==> src/hw/rtl/mteq_pkg.sv <==
package mteq_pkg;

  // Number of timer slots and the widths that follow from it.
  localparam int unsigned TIMER_SLOTS = 16;
  localparam int unsigned SLOT_W      = $clog2(TIMER_SLOTS);
  localparam int unsigned CNT_W       = $clog2(TIMER_SLOTS + 1);

  // Field widths of the stream items.
  localparam int unsigned MS_W     = 32;
  localparam int unsigned TARGET_W = 8;
  localparam int unsigned TAG_W    = 16;
  localparam int unsigned KIND_W   = 2;

  localparam int unsigned IN_DATA_W  = 88;
  localparam int unsigned OUT_DATA_W = 32;

  // Input item kinds; the remaining code is ignored by the block.
  typedef enum logic [KIND_W-1:0] {
    KIND_TICK   = 2'd0,
    KIND_ADD    = 2'd1,
    KIND_CANCEL = 2'd2
  } kind_e;

  // One input item as captured at the transfer.
  typedef struct packed {
    kind_e                kind;
    logic [MS_W-1:0]      elapsed_ms;
    logic [MS_W-1:0]      delay_ms;
    logic [TARGET_W-1:0]  target_id;
    logic [TAG_W-1:0]     action_tag;
  } in_item_t;

  // One result item.
  typedef struct packed {
    logic                 fired;
    logic [TARGET_W-1:0]  fired_target;
    logic [TAG_W-1:0]     fired_tag;
    logic                 last;
    logic                 busy_res;
    logic                 overflow;
  } res_t;

  // Commands from the controller to the datapath.
  typedef struct packed {
    logic load;      // capture the input item and clear the walk state
    logic deduct;    // subtract elapsed time from the slot under the walk index
    logic scan;      // compare the slot under the walk index against the best so far
    logic fire;      // retire the best expired slot
    logic cancel;    // drop the slot under the walk index if its target matches
    logic store;     // write the new timer into the free slot
    logic sel_best;  // read the slot arrays at the best index, present a fired result
  } dp_cmd_t;

  // Status from the datapath to the controller.
  typedef struct packed {
    kind_e kind;
    logic  delay_zero;
    logic  walk_last;
    logic  exp_none;
    logic  exp_one;
    logic  free_found;
  } dp_sts_t;

endpackage

==> src/hw/rtl/multi_timer_expiry_queue.sv <==
// Table of one-shot timers. Each input transfer is a tick, an add or a cancel,
// and every input yields one or more result transfers, the final one marked by
// m_axis_tlast. A tick or an add with a nonzero delay walks all slots once to
// deduct the elapsed time (one slot per cycle), then finds each expired timer
// by its own further walk over all slots; a cancel walks all slots once, and
// a zero-delay add or an unused kind walks none. Each result also waits for
// the output register to free up. All walks use the single slot-table read
// port, stepped by one walk counter. One item is processed at a time; the
// output register lets the block accept the next input while the final result
// still waits downstream.
module multi_timer_expiry_queue
  import mteq_pkg::*;
(
  input  logic                  clk_i,
  input  logic                  rst_ni,
  input  logic                  s_axis_tvalid,
  output logic                  s_axis_tready,
  // elapsed_ms[31:0], delay_ms[63:32], target_id[71:64], action_tag[87:72]
  input  logic [IN_DATA_W-1:0]  s_axis_tdata,
  // kind[1:0]
  input  logic [KIND_W-1:0]     s_axis_tuser,
  output logic                  m_axis_tvalid,
  input  logic                  m_axis_tready,
  // fired_target[7:0], fired_tag[23:8], busy_res[24], overflow[25], zero[31:26]
  output logic [OUT_DATA_W-1:0] m_axis_tdata,
  // fired[0]
  output logic [0:0]            m_axis_tuser,
  output logic                  m_axis_tlast
);

  in_item_t item;
  dp_cmd_t  cmd;
  dp_sts_t  sts;
  res_t     res;
  logic     emit;
  logic     out_free;
  logic     out_valid_q;
  res_t     out_q;

  // Unpack the input transfer.
  assign item.kind       = kind_e'(s_axis_tuser);
  assign item.elapsed_ms = s_axis_tdata[31:0];
  assign item.delay_ms   = s_axis_tdata[63:32];
  assign item.target_id  = s_axis_tdata[71:64];
  assign item.action_tag = s_axis_tdata[87:72];

  mteq_ctrl u_ctrl (
    .clk_i      (clk_i),
    .rst_ni     (rst_ni),
    .in_valid_i (s_axis_tvalid),
    .in_ready_o (s_axis_tready),
    .out_free_i (out_free),
    .emit_o     (emit),
    .sts_i      (sts),
    .cmd_o      (cmd)
  );

  mteq_dp u_dp (
    .clk_i  (clk_i),
    .rst_ni (rst_ni),
    .item_i (item),
    .cmd_i  (cmd),
    .sts_o  (sts),
    .res_o  (res)
  );

  // Output register: free when empty or when its result is taken this cycle.
  assign out_free = !out_valid_q || m_axis_tready;

  always_ff @(posedge clk_i or negedge rst_ni) begin
    if (!rst_ni) begin
      out_valid_q <= 1'b0;
    end else if (emit) begin
      out_valid_q <= 1'b1;
    end else if (m_axis_tready) begin
      out_valid_q <= 1'b0;
    end
  end

  always_ff @(posedge clk_i) begin
    if (emit) begin
      out_q <= res;
    end
  end

  // Pack the result transfer.
  assign m_axis_tvalid = out_valid_q;
  assign m_axis_tdata  = {6'd0, out_q.overflow, out_q.busy_res, out_q.fired_tag,
                          out_q.fired_target};
  assign m_axis_tuser  = out_q.fired;
  assign m_axis_tlast  = out_q.last;

endmodule

==> src/hw/rtl/mteq_dp.sv <==
module mteq_dp
  import mteq_pkg::*;
(
  input  logic     clk_i,
  input  logic     rst_ni,
  input  in_item_t item_i,
  input  dp_cmd_t  cmd_i,
  output dp_sts_t  sts_o,
  output res_t     res_o
);

  // Captured input item.
  in_item_t item_q;

  // Slot table: valid and expired flags reset, contents written before use.
  logic [TIMER_SLOTS-1:0] valid_q;
  logic [TIMER_SLOTS-1:0] exp_q;
  logic [MS_W-1:0]        rem_q [TIMER_SLOTS];
  logic [TARGET_W-1:0]    tgt_q [TIMER_SLOTS];
  logic [TAG_W-1:0]       tag_q [TIMER_SLOTS];

  // Counters and walk state.
  logic [CNT_W-1:0]  live_cnt_q;
  logic [CNT_W-1:0]  exp_cnt_q;
  logic [SLOT_W-1:0] walk_q;
  logic [SLOT_W-1:0] best_q;
  logic [MS_W-1:0]   best_rem_q;
  logic              best_found_q;
  logic [SLOT_W-1:0] free_q;
  logic              free_found_q;

  logic [SLOT_W-1:0]   rd_idx;
  logic [MS_W-1:0]     rd_rem;
  logic [TARGET_W-1:0] rd_tgt;
  logic [TAG_W-1:0]    rd_tag;
  logic                rd_valid;
  logic                expires;
  logic                walk_last;
  logic                add_timer;
  logic                imm_fire;
  logic                busy;
  logic                ovf;

  // Slot read port, shared by the walk and by the retire of the best slot.
  assign rd_idx   = cmd_i.sel_best ? best_q : walk_q;
  assign rd_rem   = rem_q[rd_idx];
  assign rd_tgt   = tgt_q[rd_idx];
  assign rd_tag   = tag_q[rd_idx];
  assign rd_valid = valid_q[rd_idx];
  assign expires  = item_q.elapsed_ms >= rd_rem;

  assign walk_last = walk_q == SLOT_W'(TIMER_SLOTS - 1);

  // Summary flags that hold on every result of the current item.
  assign add_timer = (item_q.kind == KIND_ADD) && (item_q.delay_ms != '0);
  assign imm_fire  = (item_q.kind == KIND_ADD) && (item_q.delay_ms == '0);
  assign busy      = (live_cnt_q != exp_cnt_q) || add_timer;
  assign ovf       = add_timer && (live_cnt_q == CNT_W'(TIMER_SLOTS)) && (exp_cnt_q == '0);

  // Result payload: either the best expired slot or the single plain result.
  always_comb begin
    res_o.busy_res = busy;
    res_o.overflow = ovf;
    if (cmd_i.sel_best) begin
      res_o.fired        = 1'b1;
      res_o.fired_target = rd_tgt;
      res_o.fired_tag    = rd_tag;
      res_o.last         = exp_cnt_q == CNT_W'(1);
    end else begin
      res_o.fired        = imm_fire;
      res_o.fired_target = imm_fire ? item_q.target_id : '0;
      res_o.fired_tag    = imm_fire ? item_q.action_tag : '0;
      res_o.last         = 1'b1;
    end
  end

  assign sts_o.kind       = item_q.kind;
  assign sts_o.delay_zero = item_q.delay_ms == '0;
  assign sts_o.walk_last  = walk_last;
  assign sts_o.exp_none   = exp_cnt_q == '0;
  assign sts_o.exp_one    = exp_cnt_q == CNT_W'(1);
  assign sts_o.free_found = free_found_q;

  // Input capture.
  always_ff @(posedge clk_i) begin
    if (cmd_i.load) begin
      item_q <= item_i;
    end
  end

  // Slot contents: deduction at the walk index, new timer at the free slot.
  always_ff @(posedge clk_i) begin
    if (cmd_i.deduct && rd_valid && !expires) begin
      rem_q[walk_q] <= rd_rem - item_q.elapsed_ms;
    end
    if (cmd_i.store) begin
      rem_q[free_q] <= item_q.delay_ms;
      tgt_q[free_q] <= item_q.target_id;
      tag_q[free_q] <= item_q.action_tag;
    end
  end

  // Flags, counters and walk state.
  always_ff @(posedge clk_i or negedge rst_ni) begin
    if (!rst_ni) begin
      valid_q      <= '0;
      exp_q        <= '0;
      live_cnt_q   <= '0;
      exp_cnt_q    <= '0;
      walk_q       <= '0;
      best_q       <= '0;
      best_rem_q   <= '0;
      best_found_q <= 1'b0;
      free_q       <= '0;
      free_found_q <= 1'b0;
    end else begin
      if (cmd_i.load) begin
        exp_q        <= '0;
        exp_cnt_q    <= '0;
        walk_q       <= '0;
        best_found_q <= 1'b0;
        free_found_q <= 1'b0;
      end

      // Walk index steps with every per-slot command and wraps after the last slot.
      if (cmd_i.deduct || cmd_i.scan || cmd_i.cancel) begin
        walk_q <= walk_last ? '0 : walk_q + SLOT_W'(1);
      end

      // Expiry check; the first free or expiring slot takes a new timer later.
      if (cmd_i.deduct) begin
        if (rd_valid && expires) begin
          exp_q[walk_q] <= 1'b1;
          exp_cnt_q     <= exp_cnt_q + CNT_W'(1);
        end
        if (!free_found_q && (!rd_valid || expires)) begin
          free_q       <= walk_q;
          free_found_q <= 1'b1;
        end
      end

      // Minimum search over expired slots; strict compare keeps the lowest slot on ties.
      if (cmd_i.scan && exp_q[walk_q] && (!best_found_q || rd_rem < best_rem_q)) begin
        best_q       <= walk_q;
        best_rem_q   <= rd_rem;
        best_found_q <= 1'b1;
      end

      // Retire the slot just reported.
      if (cmd_i.fire) begin
        valid_q[best_q] <= 1'b0;
        exp_q[best_q]   <= 1'b0;
        exp_cnt_q       <= exp_cnt_q - CNT_W'(1);
        live_cnt_q      <= live_cnt_q - CNT_W'(1);
        best_found_q    <= 1'b0;
      end

      if (cmd_i.cancel && rd_valid && (rd_tgt == item_q.target_id)) begin
        valid_q[walk_q] <= 1'b0;
        live_cnt_q      <= live_cnt_q - CNT_W'(1);
      end

      if (cmd_i.store) begin
        valid_q[free_q] <= 1'b1;
        live_cnt_q      <= live_cnt_q + CNT_W'(1);
      end
    end
  end

endmodule

==> src/hw/rtl/mteq_ctrl.sv <==
module mteq_ctrl
  import mteq_pkg::*;
(
  input  logic    clk_i,
  input  logic    rst_ni,
  input  logic    in_valid_i,
  output logic    in_ready_o,
  input  logic    out_free_i,
  output logic    emit_o,
  input  dp_sts_t sts_i,
  output dp_cmd_t cmd_o
);

  typedef enum logic [2:0] {
    ST_IDLE,
    ST_DISPATCH,
    ST_DEDUCT,
    ST_CHECK,
    ST_SCAN,
    ST_FIRE,
    ST_PLAIN,
    ST_STORE
  } state_e;

  state_e state_q, state_d;
  logic   cancel_walk_q, cancel_walk_d;

  // Command decode and next state.
  always_comb begin
    state_d       = state_q;
    cancel_walk_d = cancel_walk_q;
    cmd_o         = '0;
    emit_o        = 1'b0;
    in_ready_o    = 1'b0;
    unique case (state_q)
      ST_IDLE: begin
        in_ready_o = 1'b1;
        if (in_valid_i) begin
          cmd_o.load = 1'b1;
          state_d    = ST_DISPATCH;
        end
      end
      ST_DISPATCH: begin
        case (sts_i.kind)
          KIND_TICK: begin
            state_d = ST_DEDUCT;
          end
          KIND_ADD: begin
            state_d = sts_i.delay_zero ? ST_PLAIN : ST_DEDUCT;
          end
          KIND_CANCEL: begin
            cancel_walk_d = 1'b1;
            state_d       = ST_DEDUCT;
          end
          default: begin
            state_d = ST_PLAIN;
          end
        endcase
      end
      ST_DEDUCT: begin
        // The same walk serves the deduction and the cancel sweep.
        cmd_o.deduct = !cancel_walk_q;
        cmd_o.cancel = cancel_walk_q;
        if (sts_i.walk_last) begin
          cancel_walk_d = 1'b0;
          state_d       = cancel_walk_q ? ST_PLAIN : ST_CHECK;
        end
      end
      ST_CHECK: begin
        state_d = sts_i.exp_none ? ST_PLAIN : ST_SCAN;
      end
      ST_SCAN: begin
        cmd_o.scan = 1'b1;
        if (sts_i.walk_last) begin
          state_d = ST_FIRE;
        end
      end
      ST_FIRE: begin
        cmd_o.sel_best = 1'b1;
        if (out_free_i) begin
          emit_o     = 1'b1;
          cmd_o.fire = 1'b1;
          state_d    = sts_i.exp_one ? ST_STORE : ST_SCAN;
        end
      end
      ST_PLAIN: begin
        if (out_free_i) begin
          emit_o  = 1'b1;
          state_d = ST_STORE;
        end
      end
      ST_STORE: begin
        // A full table with nothing expired leaves no free slot, and the add is dropped.
        cmd_o.store = (sts_i.kind == KIND_ADD) && !sts_i.delay_zero && sts_i.free_found;
        state_d     = ST_IDLE;
      end
      default: begin
        state_d = ST_IDLE;
      end
    endcase
  end

  always_ff @(posedge clk_i or negedge rst_ni) begin
    if (!rst_ni) begin
      state_q       <= ST_IDLE;
      cancel_walk_q <= 1'b0;
    end else begin
      state_q       <= state_d;
      cancel_walk_q <= cancel_walk_d;
    end
  end

endmodule

==> config.mk <==
export PLATFORM = sky130hd
export DESIGN_NAME = multi_timer_expiry_queue
export DESIGN_NICKNAME = d
export VERILOG_FILES = /design/src/hw/rtl/mteq_pkg.sv /design/src/hw/rtl/multi_timer_expiry_queue.sv /design/src/hw/rtl/mteq_dp.sv /design/src/hw/rtl/mteq_ctrl.sv
export SDC_FILE = /design/constraint.sdc
export NUM_CORES = 1
export LEC_CHECK = 0
export BUFFER_PORTS_ARGS = -buffer_cell sky130_fd_sc_hd__buf_4
export CORE_UTILIZATION = 47
export CTS_CLUSTER_DIAMETER = 200
export DETAILED_ROUTE_END_ITERATION = 10
export GPL_TIMING_DRIVEN = 0
export MAX_ROUTING_LAYER = met4
export SYNTH_ARGS = -nofsm -noshare
export SYNTH_HDL_FRONTEND = slang
export SYNTH_SLANG_ARGS = --single-unit
==> constraint.sdc <==
create_clock -name clk_i -period 7.8 [get_ports clk_i]
set_input_delay 1.56 -clock clk_i [delete_from_list [all_inputs] [get_ports clk_i]]
set_output_delay 1.56 -clock clk_i [all_outputs]
set_load 0.01 [all_outputs]
; Word level (Yosys, flattened, before mapping)
; Memory sizes are Yosys's and may differ from the RTL's.
; Index checks and enable logic that the tools add are counted.
[totals]
elab_cells = 186
output_inout_bits = 36
mem_count = 3
input_bits = 94
ff_bits = 211
ramBits = 896
[mem_list]
columns = name, depth, word_bits, rd, rd_ports_with_merged_regs, wr, line
row1 = u_dp.rem_q, 16, 32, 1, 0, 1, mteq_dp.sv:18  ; logic [MS_W-1:0] rem_q [TIMER_SLOTS];
row2 = u_dp.tag_q, 16, 16, 1, 0, 1, mteq_dp.sv:20  ; logic [TAG_W-1:0] tag_q [TIMER_SLOTS];
row3 = u_dp.tgt_q, 16, 8, 1, 0, 1, mteq_dp.sv:19  ; logic [TARGET_W-1:0] tgt_q [TIMER_SLOTS];
[op_classes]
eq_ne = 20
bitwise = 7
muxes = 71
add_sub_neg = 6
n_lt_le_gt_ge = 9
n_reduce_logical = 46
[op_table]
columns = cell, count
row1 = $mux 16, 8
row2 = $and 16x16->16, 3
row3 = $mux 5, 7
row4 = $ge 32x32->1, 1
row5 = $logic_not 32->1, 1
row6 = $lt 32x32->1, 1
row7 = $mux 32, 1
row8 = $not 16->16, 2
row9 = $or 16x16->16, 2
row10 = $reduce_bool 32->1, 1
row11 = $reduce_or 32->1, 1
row12 = $sub 32x32->32, 1
row13 = $mux 1, 31
row14 = $mux 25, 1
row15 = $pmux 3 s8, 1
row16 = $mux 3, 7
row17 = $lt 4x5->1 const B, 4
row18 = $mux 4, 5
row19 = $logic_and 1x1->1, 17
row20 = $demux 1 s4, 3
row21 = $eq 3x3->1 const B, 4
row22 = $ge 4x1->1 const B, 3
row23 = $add 5x1->5 const B, 2
row24 = $sub 5x1->5 const B, 2
row25 = other kinds (28), 50

; Depth between registers and ports, before layout
; Gate-level depths: netlist (run 1).
[logic_depth]
ltp_word = 11
ltp_mapped = 24
mapped_depth_nobuf = 18

; Cells and area by module
; A second synthesis (run 1) with hierarchy kept.
[unflattened]
hier_cells = 3955
area_unflattened_um2 = 51971.1
[modules_own_cells]
columns = module, area_per_inst_um2, cells_per_inst, n_inst, seq_area_each_um2
row1 = mteq_dp, 50681.1, 3870, 1, 31810.5
row2 = multi_timer_expiry_queue, 937.1, 38, 1, 865.8
row3 = mteq_ctrl, 352.8, 47, 1, 100.1

; Least setup slack after synthesis (run 1)
; Ideal clock, no wire load.
[synth_timing]
path_type = register to register
startpoint = register u_ctrl.state_q[1]
endpoint = memory u_dp.rem_q[3][0] (enable)
path_buffers = 6
slack_ps = 1329
t_arrival_ps = 6050
setup_time_ps = 421
path_stages_with_launch = 22
synth_period_minus_slack_ps = 6471
required_time_ps = 7379
cell_sequence = dfrtp_1 > buf_6 > nand3b_4 > buf_6 > mux2_2 > buf_2 > buf_2 > buf_2 > buf_2 > mux4_2 > nand2_1 > a31oi_1 > ha_1 > a21o_1 > a21oi_1 > o21ai_0 > a221oi_1 > o2111ai_1 > nand2_1 > o31ai_1 > a32oi_1 > nor2_1
[synth_between]
elab_chain_len = 10
word_cells_on_any_way = 21
classes_between = order compare (1) / eq/ne (3) / mux (12) / reduce/logical (4) / memory (1)
[synth_rtl]
columns = item, line
row1 = from (decl), mteq_ctrl.sv:25  ; state_e state_q, state_d;
row2 = from (signal assigned), mteq_ctrl.sv:108  ; state_q <= state_d;
row3 = $eq 3x3->1, mteq_ctrl.sv:35  ; unique case (state_q)
row4 = $mux 1, mteq_ctrl.sv:35
row5 = $mux 4, mteq_dp.sv:45  ; assign rd_idx = cmd_i.sel_best ? best_q : walk_q;
row6 = $mem_v2 16x32, -
row7 = net u_dp.rd_rem[2], mteq_dp.sv:33  ; logic [MS_W-1:0] rd_rem;
row8 = $ge 32x32->1, mteq_dp.sv:50  ; assign expires = item_q.elapsed_ms >= rd_rem;
row9 = $logic_not 1->1, mteq_dp.sv:93  ; if (cmd_i.deduct && rd_valid && !expires) begin
row10 = $logic_and 1x1->1, mteq_dp.sv:93
row11 = $mux 1, mteq_dp.sv:93
row12 = $mux 1 (not written as such), mteq_dp.sv:94  ; rem_q[walk_q] <= rd_rem - item_q.elapsed_ms;
row13 = $mux 1 (no source line), -
row14 = to (decl), mteq_dp.sv:18
; The timed path passes the listed nets, and every way through them passes these cells. The select of a mux whose other input is x is not followed.

; Worst setup path in the final report (run 1)
[layout_timing]
startpoint = register u_ctrl.state_q[1]
endpoint = memory u_dp.rem_q[15][18] (enable)
; Same word-level chain as after synthesis.

==> flow_summary.json, run 1 <==
{
  "seq_area_um2": 32780,
  "ys_types": 74,
  "synthCells": 2938,
  "synth_top_family_by_area": "multiplexers",
  "hp-class": "register to register",
  "synth_ff_type": "edfxtp_1",
  "fin_cells": 4636,
  "whs_path_depth": 1,
  "clkSinkCount": 1107,
  "route.vias.total": 28160,
  "tritoncts": "yes",
  "period_share": 0.9637,
  "firstDrtPassIters": 8,
  "total_power_mw": 23.77,
  "timing.rr.start": "u_ctrl.state_q[1]",
  "synth_xor_area_frac": 0.006701,
  "dp.cells": 4399,
  "portBuffers": 123,
  "cts_buffers": 112,
  "timing.rr.end": "u_dp.rem_q[15][18]",
  "viasPerCell": 6.075,
  "relSlewSlack": -0.07985,
  "clk_latency_ns": 0.71,
  "grtUsageTotal": 0.2649,
  "drc": 0,
  "nNetsFinal": 3424,
  "avgSynthCellArea_um2": 16.01,
  "rows": 115,
  "fmax_mhz": 133.0,
  "startpoint": "u_ctrl.state_q[1]",
  "rsz0062_at_grt": "false",
  "place_congestion": 0.9020,
  "r2r_slack_ns": 0.28,
  "critPathCapture": "u_dp.rem_q[15][18]",
  "die-width_um": 318.4,
  "h-tree-depth": 3,
  "period_needed_ns": 7.517,
  "yosys.area_share.simple": 0.07010,
  "whs_ns": 0.5086,
  "clock_path_buffers": 3,
  "endpoint_kind": "register",
  "seq_area_frac_synth": 0.6966,
  "grt_start_max_net_pins": 94,
  "status": "finished with violations",
  "max_slew.worst_pin.slew_ns": 1.597,
  "power_density_nw_per_um2": 435.1,
  "antenna_found_initial": 2,
  "worstSetupPathType": "register to register",
  "dp_hpwl_um": 87790,
  "synth-adder-area-share": 0.02026,
  "drt_wl_total_um": 130100,
  "netlist.area_leader.share": 0.6471,
  "yosysWarnings": 0,
  "fillerInstances": 7759,
  "cp-start-kind": "register",
  "drt-initial-drc-count": 2894,
  "setup_viol": 0,
  "arrival_ns": 7.90,
  "start_util": 0.4760,
  "clkTransAtPathRegs_ns": 0.06,
  "ctsHoldBuffers": 0,
  "rr_worst_depth": 22,
  "cap_viol_max_count": 1,
  "synthToLayoutAreaGrowth_pct": 16.13,
  "fp.coreArea_um2": 98850,
  "synth_compound_area_frac": 0.05398,
  "vdd_drop_max_mv": 0.2773,
  "first_global_vias": 28350,
  "ys_seq_elements": 1107,
  "synth_mux_area_frac": 0.1275,
  "synth-edff-count": 1014,
  "routedWlPerCell_um": 28.06,
  "grt-ovfl-total": 0,
  "slew_viol_final": 3,
  "finalHoldViolCount": 0,
  "fin_worst_skew_ns": 0.02791,
  "fp.dieH_um": 318.4,
  "crit_required_ns": 8.19,
  "multi_input_comb_area_um2": 13440,
  "layout-drive-gt1-share": 0.2228,
  "num_io_pins": 130,
  "crit_fanout": 20,
  "grt_first_pass_wirelength_um": 190600,
  "netlist_area_um2": 47050,
  "dieArea_um2": 101400,
  "async_reset_ff_frac": 0.08401,
  "synth_area_leader_cell": "edfxtp_1",
  "min-delay-start": "u_dp.best_rem_q[14]",
  "violations": "max-capacitance violations, max-slew violations",
  "cts-root-buf": "clkbuf_16",
  "synth_area_leaders": "edfxtp_1 (65%), mux4_2 (9.8%), dfrtp_1 (4.9%), nand2_1 (2.8%), ha_1 (1.9%)",
  "postRouteAntennaNets": 0,
  "leakagePower_nw": 18.84
}
==> per-stage QoR <==
stage | setup TNS (ns) | utilization | instance area, um^2 | setup slack [ns]
final | 0 | 0.5527 | 54640 | 0.2832
after global routing | 0 | 0.5527 | 54640 | 0.005786
after CTS | 0 | 0.5508 | 54450 | 0.009733
after detailed placement | -566.53 | 0.5127 | 50680 | -1.358
after global placement | -1549.18 | 0.5018 | 49600 | -3.225
after floorplan | 0 | - | 47070 | 1.329
==> cell families after synthesis <==
group | count (synthesis)
simple gates | 729
compound gates | 390
xor+xnor | 36
flops | 1107
mux | 336
fa+ha+maj | 75
other cells | 1
buf+inv | 264
==> cell usage in the layout (no fill, tap or decap), types with 29 or more instances in the layout <==
| master | instances |
|---|---|
| edfxtp_1 | 1014 |
| nand2_1 | 348 |
| mux4_2 | 204 |
| buf_4 | 161 |
| clkbuf_16 | 112 |
| clkbuf_1 | 99 |
| nor2_1 | 97 |
| inv_1 | 93 |
| dfrtp_1 | 93 |
| a21oi_1 | 84 |
| nand3_1 | 73 |
| ha_1 | 73 |
| mux2i_1 | 69 |
| o21ai_0 | 65 |
| mux2_2 | 58 |
| buf_2 | 46 |
| and3_1 | 46 |
| a31oi_1 | 43 |
| a21o_1 | 34 |
| buf_12 | 31 |
| nor2_4 | 29 |
==> flip-flops by register name, indices dropped and copies added, names as in the netlist, 2 cells and up <==
name,count
u_dp.best_q,4
u_dp.exp_q,16
u_dp.sts_o,2
u_dp.rem_q,512
u_dp.live_cnt_q,5
u_dp.walk_q,4
u_dp.tgt_q,128
u_dp.item_q,88
u_ctrl.state_q,3
m_axis_tdata,26
u_dp.valid_q,16
u_dp.free_q,4
u_dp.tag_q,256
u_dp.exp_cnt_q,5
u_dp.best_rem_q,32
==> final cells by class <==
class,count,area share
inverters,94,0.006503
clock inverters,69,0.01184
clock buffers,138,0.05326
diodes,1,0.00004580
flip-flops and latches,1107,0.5999
plain buffers,169,0.01495
multi-input cells,1572,0.2461
well taps,1287,0.02947
repair buffers,199,0.03799
==> synthesized netlist by cell type (27+ instances only) <==
cell,number
a31oi_1,44
nor3_1,32
nand2_1,348
mux2i_1,69
inv_1,94
dfrtp_1,93
a21oi_1,85
o21ai_0,72
clkbuf_1,77
ha_1,73
and3_1,46
nor2_1,126
a211oi_1,28
nand3_1,73
o22ai_1,27
mux4_2,204
mux2_2,58
nor4_1,27
buf_2,48
edfxtp_1,1014
a21o_1,34
==> metal layers <==
metal / track usage / vias up / wire length (um) / share of wire
met1: 0.3570 / 14600 / 54620 / 0.42
met3: 0.03460 / 236 / 8703 / 0.067
li1: - / 12110 / - / -
met2: 0.4269 / 1218 / 63180 / 0.49
met4: 0.07042 / 0 / 3601 / 0.028
met5: - / - / 0 / 0
==> worst min path at each step <==
stage,end,slack [ns]
finish,u_dp.best_rem_q[14],0.51
global route,u_dp.best_rem_q[31],0.52
CTS,u_dp.best_rem_q[2],0.51
detailed placement,u_dp.best_rem_q[18],0.50
global placement,u_dp.best_rem_q[18],0.49
floorplan,u_dp.free_found_q,0.47
==> power breakdown <==
part / switching (mW) / internal (mW)
logic: 6.21 / 3.13
clock network: 2.24 / 3.03
registers: 0.205 / 8.95
==> worst max-delay path: stages, from the launching register on <==
cell	delay, ns
dfrtp_1	0.37
buf_6	0.13
nand3b_4	0.18
mux2_4	0.33
buf_4	0.25
buf_2	0.34
buf_2	0.38
buf_2	0.33
clkbuf_1	0.79
mux4_2	0.42
nand2_1	0.08
a31oi_1	0.24
ha_1	0.55
o21ai_0	0.16
nand2_1	0.10
nand3_1	0.14
or3_1	0.38
o2111ai_2	0.42
nand2_1	0.21
o31ai_1	0.45
a32oi_2	0.33
nor2_4	0.27
buf_12	0.24
==> repair_timing <==
item | CTS | global route
resized for setup | 14 | 4
pin swaps | 8 | 7
setup buffers | 13 | 14
setup endpoints to repair | 725 | 347
Power figures use the tool's default switching activity.
==> inputs of run 2 (changes only) <==
BUFFER_PORTS_ARGS = default   (was -buffer_cell sky130_fd_sc_hd__buf_4)
DONT_BUFFER_PORTS = 1   (was default)
==> run 2 against run 1 <==
The run ends with max-capacitance violations left. Sequential cell count unchanged. Sequential power increased by 0.5%. Die area unchanged. Routed wire length decreased by 1.5%. Utilization decreased by 0.72 points. Via count decreased by 1.4%. Combinational power decreased by 2.9%. Cell count decreased by 2.7%. Critical path depth unchanged. Global-route usage decreased by 0.42 points. Clock power increased by 4%. Design area decreased by 1.3%. Critical endpoint is now u_dp.rem_q[15][31]. Highest routed layer unchanged.
==> flow_summary.json, run 2 (synthesis gave the netlist of run 1 again) <==
{
  "route.vias.total": 27770,
  "power_density_nw_per_um2": 440.2,
  "fp.coreArea_um2": 98850,
  "place_congestion": 0.9062,
  "relSlewSlack": 0.001105,
  "portBuffers": 0,
  "worstSetupPathType": "register to register",
  "ctsHoldBuffers": 0,
  "tritoncts": "yes",
  "postRouteAntennaNets": 0,
  "grt_first_pass_wirelength_um": 186400,
  "first_global_vias": 27560,
  "cp_cell_sequence": "buf_6 > nand3b_4 > buf_6 > mux2_2 > buf_2 > buf_2 > buf_2 > buf_2 > mux4_2 > nand2_1 > a31oi_2 > ha_1 > a21o_1 > a21oi_1 > o21ai_0 > a221oi_4 > o2111ai_2 > nand2_1 > o31ai_1 > a32oi_2 > nor2_4 > buf_12",
  "finalHoldViolCount": 0,
  "min-delay-start": "u_dp.best_rem_q[13]",
  "whs_path_depth": 1,
  "num_io_pins": 130,
  "arrival_ns": 7.97,
  "grtUsageTotal": 0.2608,
  "clock_path_buffers": 3,
  "timing.rr.start": "u_ctrl.state_q[1]",
  "rr_worst_depth": 22,
  "critPathSlowestCell": "mux4_2",
  "clkSinkCount": 1107,
  "seqPwrFrac": 0.388,
  "drt-initial-drc-count": 2979,
  "dp_hpwl_um": 86960,
  "hp-class": "register to register",
  "period_needed_ns": 7.574,
  "netSwitchingFraction": 0.3639,
  "layout-drive-gt1-share": 0.1950,
  "final_cell_mix": "edfxtp_1 (1014), nand2_1 (348), mux4_2 (204)",
  "fmax_mhz": 132.0,
  "h-tree-depth": 3,
  "antenna_found_initial": 2,
  "rows": 115,
  "largestRegisters": "u_dp.rem_q x512, u_dp.tag_q x256, u_dp.tgt_q x128",
  "largest_register_ffs": 512,
  "cpMostUsedCell": "buf_2",
  "vdd_drop_max_mv": 0.2709,
  "routedWlPerCell_um": 28.39,
  "max_slew.worst_pin.slew_ns": 1.487,
  "switching_power_mw": 8.641,
  "drt_wl_total_um": 128100,
  "nNetsFinal": 3292,
  "slowest_delay_ns": 0.56,
  "r2r_slack_ns": 0.23,
  "timing.rr.end": "u_dp.rem_q[15][31]",
  "fin_worst_skew_ns": 0.03093,
  "drc": 0,
  "start_util": 0.4760,
  "dieArea_um2": 101400,
  "synthToLayoutAreaGrowth_pct": 14.62,
  "clkTransAtPathRegs_ns": 0.06,
  "cts-root-buf": "clkbuf_16",
  "hold_end": "u_dp.best_rem_q[13]",
  "power_frac_comb": 0.382,
  "clk_latency_ns": 0.73,
  "dp.cells": 4273,
  "setup_viol": 0,
  "crit_fanout": 19,
  "cap_viol_max_count": 1,
  "slew_viol_final": 0,
  "fin_cells": 4513,
  "total_power_mw": 23.74,
  "period_share": 0.9711,
  "status": "finished with violations",
  "cts_buffers": 114,
  "clkPwrFrac": 0.230,
  "internal-power_mw": 15.10,
  "grt-ovfl-total": 0,
  "firstDrtPassIters": 6,
  "grt_start_max_net_pins": 94,
  "die-width_um": 318.4,
  "endpoint_kind": "register",
  "mostFrequentLayoutCell": "edfxtp_1",
  "fin_ws_ns": 0.2258,
  "violations": "max-capacitance violations",
  "fillerInstances": 7808,
  "cp-start-kind": "register",
  "place_ws_ns": -1.465,
  "viasPerCell": 6.152,
  "leakagePower_nw": 18.30,
  "fp.dieH_um": 318.4,
  "largest_register": "u_dp.rem_q",
  "crit_required_ns": 8.20
}
## run 2: how the worst max path moves through the flow
| stage | from | endpoint | slack [ns] | cells past startpoint |
|---|---|---|---|---|
| after floorplan | u_ctrl.state_q[1] | u_dp.rem_q[3][0] | 1.33 | 21 |
| after global placement | u_ctrl.state_q[1] | u_dp.rem_q[15][30] | -2.96 | 21 |
| after detailed placement | u_ctrl.state_q[1] | u_dp.rem_q[4][18] | -1.46 | 22 |
| after CTS | u_ctrl.state_q[1] | u_dp.rem_q[12][15] | 0.05 | 22 |
| after global routing | u_ctrl.state_q[1] | u_dp.rem_q[15][31] | -0.02 | 22 |
| final | u_ctrl.state_q[1] | u_dp.rem_q[15][31] | 0.23 | 22 |
## run 2: power groups by stage
stage | combinational [mW] | clock, mW | sequential [mW]
2_1_floorplan | 6.00 | 0 | 9.22
3_3_place_gp | 8.54 | 0 | 9.35
3_5_place_dp | 8.91 | 0 | 9.36
4_1_cts | 9.00 | 5.55 | 9.23
5_1_grt | 9.86 | 5.76 | 9.25
6_report | 9.07 | 5.47 | 9.21
## run 2: area by class of cell
class	instances	area, um^2	area share
Antenna cell	1	2.502	0.00004640
Buffer	169	815.8	0.01513
Clock buffer	147	3059	0.05672
Clock inverter	71	726.9	0.01348
Inverter	94	355.3	0.006589
Multi-Input combinational cell	1572	13470	0.2497
Sequential cell	1107	32780	0.6078
Tap cell	1287	1610	0.02986
Timing Repair Buffer	65	1119	0.02074
## run 2: stage by stage
stage	area (um^2)	util	hold WS [ns]	TNS (ns)
after floorplan	47070	-	0.4709	0
after global placement	48680	0.4925	0.4898	-1477.03
after detailed placement	49750	0.5032	0.4963	-573.87
after CTS	53790	0.5442	0.4985	0
after global routing	53930	0.5456	0.5216	-0.1859
final	53930	0.5456	0.5081	0
## run 2: worst max-delay path: cells and delay by family, from the launching register on
family                   cells  cell delay (ns)
AO/OA/AOI/OAI                8             2.22
multiplexers                 2             0.89
AND/OR/NAND/NOR              4             0.80
adder cells (fa/ha/maj)      1             0.53
flip-flops                   1             0.37
buffers and inverters        7             2.37
## run 2: per-layer routing
metal,track usage,up-vias,wire (um)
li1,-,11880,-
met1,0.3503,14380,52870
met2,0.4163,1275,62660
met3,0.03574,232,8958
met4,0.07815,0,3630
met5,-,-,0
## run 2: what timing repair did
action	CTS	global route
setup endpoints to repair	710	490
hold endpoints to repair	0	0
gates resized for setup	17	10
setup buffers	13	8
pin swaps	10	6
